[config.mk]
export PLATFORM = sky130hd
export DESIGN_NAME = ncp_alu
export DESIGN_NICKNAME = d
export VERILOG_FILES = /design/src/rtl/ncp_pkg.sv /design/src/rtl/ncp_alu.sv
export SDC_FILE = /design/constraint.sdc
export NUM_CORES = 1
export LEC_CHECK = 0
export ABC_CLOCK_PERIOD_IN_PS = 5300
export BUFFER_PORTS_ARGS = -buffer_cell sky130_fd_sc_hd__buf_2
export CAP_MARGIN = 0
export CORE_UTILIZATION = 27
export DETAILED_ROUTE_END_ITERATION = 10
export GPL_TIMING_DRIVEN = 0
export SLEW_MARGIN = 20
export SYNTH_ARGS = -nofsm -noshare
export SYNTH_HDL_FRONTEND = slang
export SYNTH_SLANG_ARGS = --single-unit
[constraint.sdc]
create_clock -name vclk -period 5.3
set_input_delay 0.265 -clock vclk [all_inputs]
set_output_delay 0.265 -clock vclk [all_outputs]
set_load 0.01 [all_outputs]
[src/rtl/ncp_pkg.sv]
package ncp_pkg;

	localparam int NUM_TIMERS  = 16;   // power of two: edge index is {parent, child}
	localparam int STACK_DEPTH = 32;
	localparam int TIME_BITS   = 48;
	localparam int COUNT_BITS  = 32;
	localparam int TOTAL_BITS  = 64;

	localparam int ID_BITS   = $clog2(NUM_TIMERS);
	localparam int PAIRS     = NUM_TIMERS * NUM_TIMERS;
	localparam int PAIR_BITS = 2 * ID_BITS;
	localparam int STK_BITS  = $clog2(STACK_DEPTH);
	localparam int LVL_BITS  = $clog2(STACK_DEPTH + 1);

	localparam logic KIND_START = 1'b0;
	localparam logic KIND_STOP  = 1'b1;

	typedef enum logic [1:0] {
		ST_OK       = 2'd0,
		ST_FULL     = 2'd1,
		ST_EMPTY    = 2'd2,
		ST_MISMATCH = 2'd3
	} status_t;

	typedef struct packed {
		logic [ID_BITS-1:0]   id;
		logic [TIME_BITS-1:0] start;
	} stack_entry_t;

	typedef struct packed {
		logic [COUNT_BITS-1:0] starts;
		logic [COUNT_BITS-1:0] stops;
		logic [TOTAL_BITS-1:0] total;
	} pair_entry_t;

	typedef struct packed {
		logic                rd;
		logic                wr;
		logic [STK_BITS-1:0] addr;
	} stack_req_t;

	typedef struct packed {
		logic                 rd;
		logic                 wr;
		logic [PAIR_BITS-1:0] addr;
	} pair_req_t;

endpackage

[src/rtl/ncp_alu.sv]
module ncp_alu (
	input  logic [ncp_pkg::TOTAL_BITS-1:0] a,
	input  logic [ncp_pkg::TOTAL_BITS-1:0] b,
	input  logic                           sub,
	output logic [ncp_pkg::TOTAL_BITS-1:0] sum
);
	import ncp_pkg::*;

	// subtract as a + ~b + 1
	assign sum = a + (sub ? ~b : b) + TOTAL_BITS'(sub);

endmodule

; ---- Word level (Yosys, flattened, before mapping)
; Index checks and enable logic that the tools add are counted.
[classes]
addsub = 2
n_bitwise = 1
muxes = 1
[op_table]
columns = cell, n
row1 = $add 64x1->64, 1
row2 = $add 64x64->64, 1
row3 = $mux 64, 1
row4 = $not 64->64, 1
[word_totals]
in_bits = 129
regBits = 0
output_inout_bits = 64

; ---- Longest topological paths before layout
[depth]
ltp_word = 4
mapped_depth = 15
ltp_nobuf = 13

; ---- Worst setup path after synthesis
; No wires, ideal clock.
[synth_timing]
path_kind = in2out
from = in sub
to = out sum[49] in the netlist's numbering
required_ps = 5035
stages = 14
n_path_buf = 2
t_arrival_ps = 3427
slack_ps = 1608
cell_sequence = buf_4 buf_1 xor2_1 ha_1 and3_1 a221o_1 a21oi_1 a2111oi_2 o41a_2 o21ai_2 o31ai_1 and3_1 a21boi_1 xnor2_1
[synth_between]
elab_chain_cells = 3
[synth_lines]
columns = item, line_no
row1 = start: declaration, ncp_alu.sv:4  ; input logic sub,
row2 = $mux 64, ncp_alu.sv:10  ; assign sum = a + (sub ? ~b : b) + TOTAL_BITS'(sub);
row3 = $add 64x64->64, ncp_alu.sv:10
row4 = $add 64x1->64 *, ncp_alu.sv:10
row5 = end: declaration, ncp_alu.sv:5  ; output logic [ncp_pkg::TOTAL_BITS-1:0] sum
; Mark *: on every way between the ends. The rest lies on a longest branch, timed or not.

; ---- Final worst setup path
[layout_timing]
from = in sub
to = out sum[33] in the netlist's numbering
; The elaborated chain is that of the path after synthesis.

==> results.yml <==
status:
  status: "complete, no violations"
placement:
  place.gp.congestion: 0.9028
  dpl_worst_slack_ns: 0.6171
  dp_hpwl_microns: 12330
  portBuffers: 192
  dp.cells: 974
worst_hold_path:
  hold_class: "input pin to output port"
setup_path:
  path_class: "input pin to output port"
  setup.worst_path.start_class: "input pin"
  path_common_cell: "a21oi_1"
  cp.required_ns: 5.04
  crit_chain: "buf_4 -> buf_1 -> xor2_1 -> ha_1 -> and3_1 -> a221o_1 -> a21oi_1 -> nand2_1 -> a21boi_1 -> o31ai_1 -> a221oi_1 -> o21ai_1 -> a21oi_1 -> xnor2_1 -> buf_2"
  end_kind: "output port"
  critPathMaxFanout: 10
  critPathMaxStageDelay_ns: 0.62
  cp_slowest_cell: "buf_1"
  cp_data_arrival_time_ns: 4.29
timing:
  fin_crit_sh_pct: 85.96
  setup_ws_ns: 0.7440
  rsz0062_at_grt: "no"
  maxSlewHeadroom_pct: 39.74
  max_freq_ghz: 0.2195
  period_needed_ns: 4.556
  setup_viol_count_final: 0
  report.final.hold_viol_count: 0
  maxSlewViolCount: 0
  tns_ns: 0
  tightest_slew_ns: 0.9039
power:
  p_int_uw: 453.8
  seqPwrFrac_pct: 0
  vdd_drop_max_mv: 0.07332
  swShare_pct: 57.71
  leakagePower_uw: 0.002804
  switchingPower_uw: 619.1
  power.share.clock_pct: 0
  combinationalPowerShare_pct: 100.0
  powerDensity_nw_per_um2: 198.0
drt:
  drt_wl_total_microns: 14190
  detail-route-antenna-nets: 0
  num_vias: 4871
  wl_per_cell_microns: 14.55
  via_per_inst: 4.996
  dr.pass1.iters: 5
  drc: 0
  drt_iter0_drc: 280
floorplan:
  coreArea_sq_um: 15200
  ios: 193
  initial_core_util_pct: 27.76
  dieArea_sq_um: 16130
  dieHeight_microns: 127.0
  die_x_microns: 127.0
  num_rows: 45
grt:
  use_met1_pct: 22.72
  grt_usage_pct: 16.62
  grtUsageMet3_pct: 2.429
  grt_pass1_vias: 4440
  busiest_layer: "met2"
  grt-ovfl-total: 0
  antenna_found_initial: 1
  globalRouteMet2Util_pct: 28.18
  grt_pass1_wl_microns: 22090
  grt_start_max_net_pins: 11
layout:
  nFillCells: 1714
  regArea_sq_um: 0
  fin_cells: 975
  area.growth.synth_to_final_pct: 28.40
  multi_input_area_sq_um: 4018
  clock_buffer_count: 0
  drive_gt1_share_pct: 25.32
  seq_cells: 0
  nets: 986
logic_synthesis:
  synth_area_sq_um: 4220
  synthCells: 594
  synth.distinct_cells: 54
  ys_seq_area_share_pct: 0
  synth_fp_nets: 792
  avgSynthCellArea_sq_um: 7.105
  ys_warn_count: 0
clocking:
  postCtsSetupRepairBufs: 0
  cts_hold_buf: 0
  cts_resized: 0
job:
  cap_violations: 0
[worst paths after layout]
path	endpoint	cells past startpoint	from	slack, ns
hold / removal	sum[0]	3	a[0]	0.81
setup / recovery	sum[33]	15	sub	0.74
[cells in the final DEF, fill, tap and decap left out, types with 4 or more instances in the layout]
master	n
inv_1	22
o21ai_1	22
nor2_1	31
o21a_1	8
o21bai_1	9
buf_1	6
nand2b_1	4
xor2_1	86
ha_1	68
nor2b_1	7
nand4_1	27
a21oi_1	66
a2111oi_0	4
buf_2	192
nor3_1	6
and3_1	5
a21o_1	46
clkbuf_1	23
nand2_1	41
xnor2_1	40
o21ai_0	16
o211ai_1	5
[per-stage QoR]
stage	cell area [sq um]	hold WS (ns)	total power (uW)	utilization (%)
after global placement	5416	0.8121	1069	35.63
after global routing	5419	0.8240	1186	35.65
after CTS	5416	0.8145	1077	35.63
after detailed placement	5416	0.8115	1070	35.63
final	5419	0.8136	1073	35.65
after floorplan	4220	0.6060	710.9	-
[power groups by stage]
| stage | Combinational [uW] | Sequential, uW | Clock (uW) |
|---|---|---|---|
| global placement | 1070 | 0 | 0 |
| finish | 1070 | 0 | 0.0000252 |
| global route | 1190 | 0 | 0.0000252 |
| CTS | 1080 | 0 | 0 |
| detailed placement | 1070 | 0 | 0 |
| floorplan | 711 | 0 | 0 |
[layer usage]
layer,share of wire [%],up-vias
met5,0,-
met4,1.6,0
met3,5.1,12
met2,46,120
met1,47,2195
li1,-,2544
[synth_stat cells, drive strengths merged, types with 7 or more instances]
library cell  number  area share [%]
xor2              86              18
ha                68              20
a21oi             66             7.8
a21o              46             8.2
nand2             41             3.6
xnor2             40             8.3
o21ai             39             4.7
nor2              31             2.8
nand4             27             4.0
clkbuf            23             2.0
inv               23             2.0
o21bai             9             1.6
o21a               8             1.4
buf                7            0.71
nor2b              7             1.0
[area by class of cell]
cell class,instances,share of cell area (%)
well taps,188,4.341
diodes,1,0.04618
plain buffers,30,2.147
inverters,23,1.593
repair buffers,192,17.73
multi-input cells,541,74.14
[worst max-delay path: cells and delay by family]
kind            cells  cell delay (ns)
compound gates      7             1.94
xor+xnor            2             0.43
fa+ha+maj           1             0.34
buf+inv             3             0.95
simple gates        2             0.35
[logic make-up after synthesis]
group	count (synthesis)	synth area share [%]
AOI/OAI and AO/OA	208	31.96
and+or+nand+nor	135	15.74
xor gates and xnor gates	126	26.15
adders and majority gates	69	20.63
buffers and inverters	53	4.803
muxes	3	0.7116
Note: power is estimated with default switching activity, not from simulation.
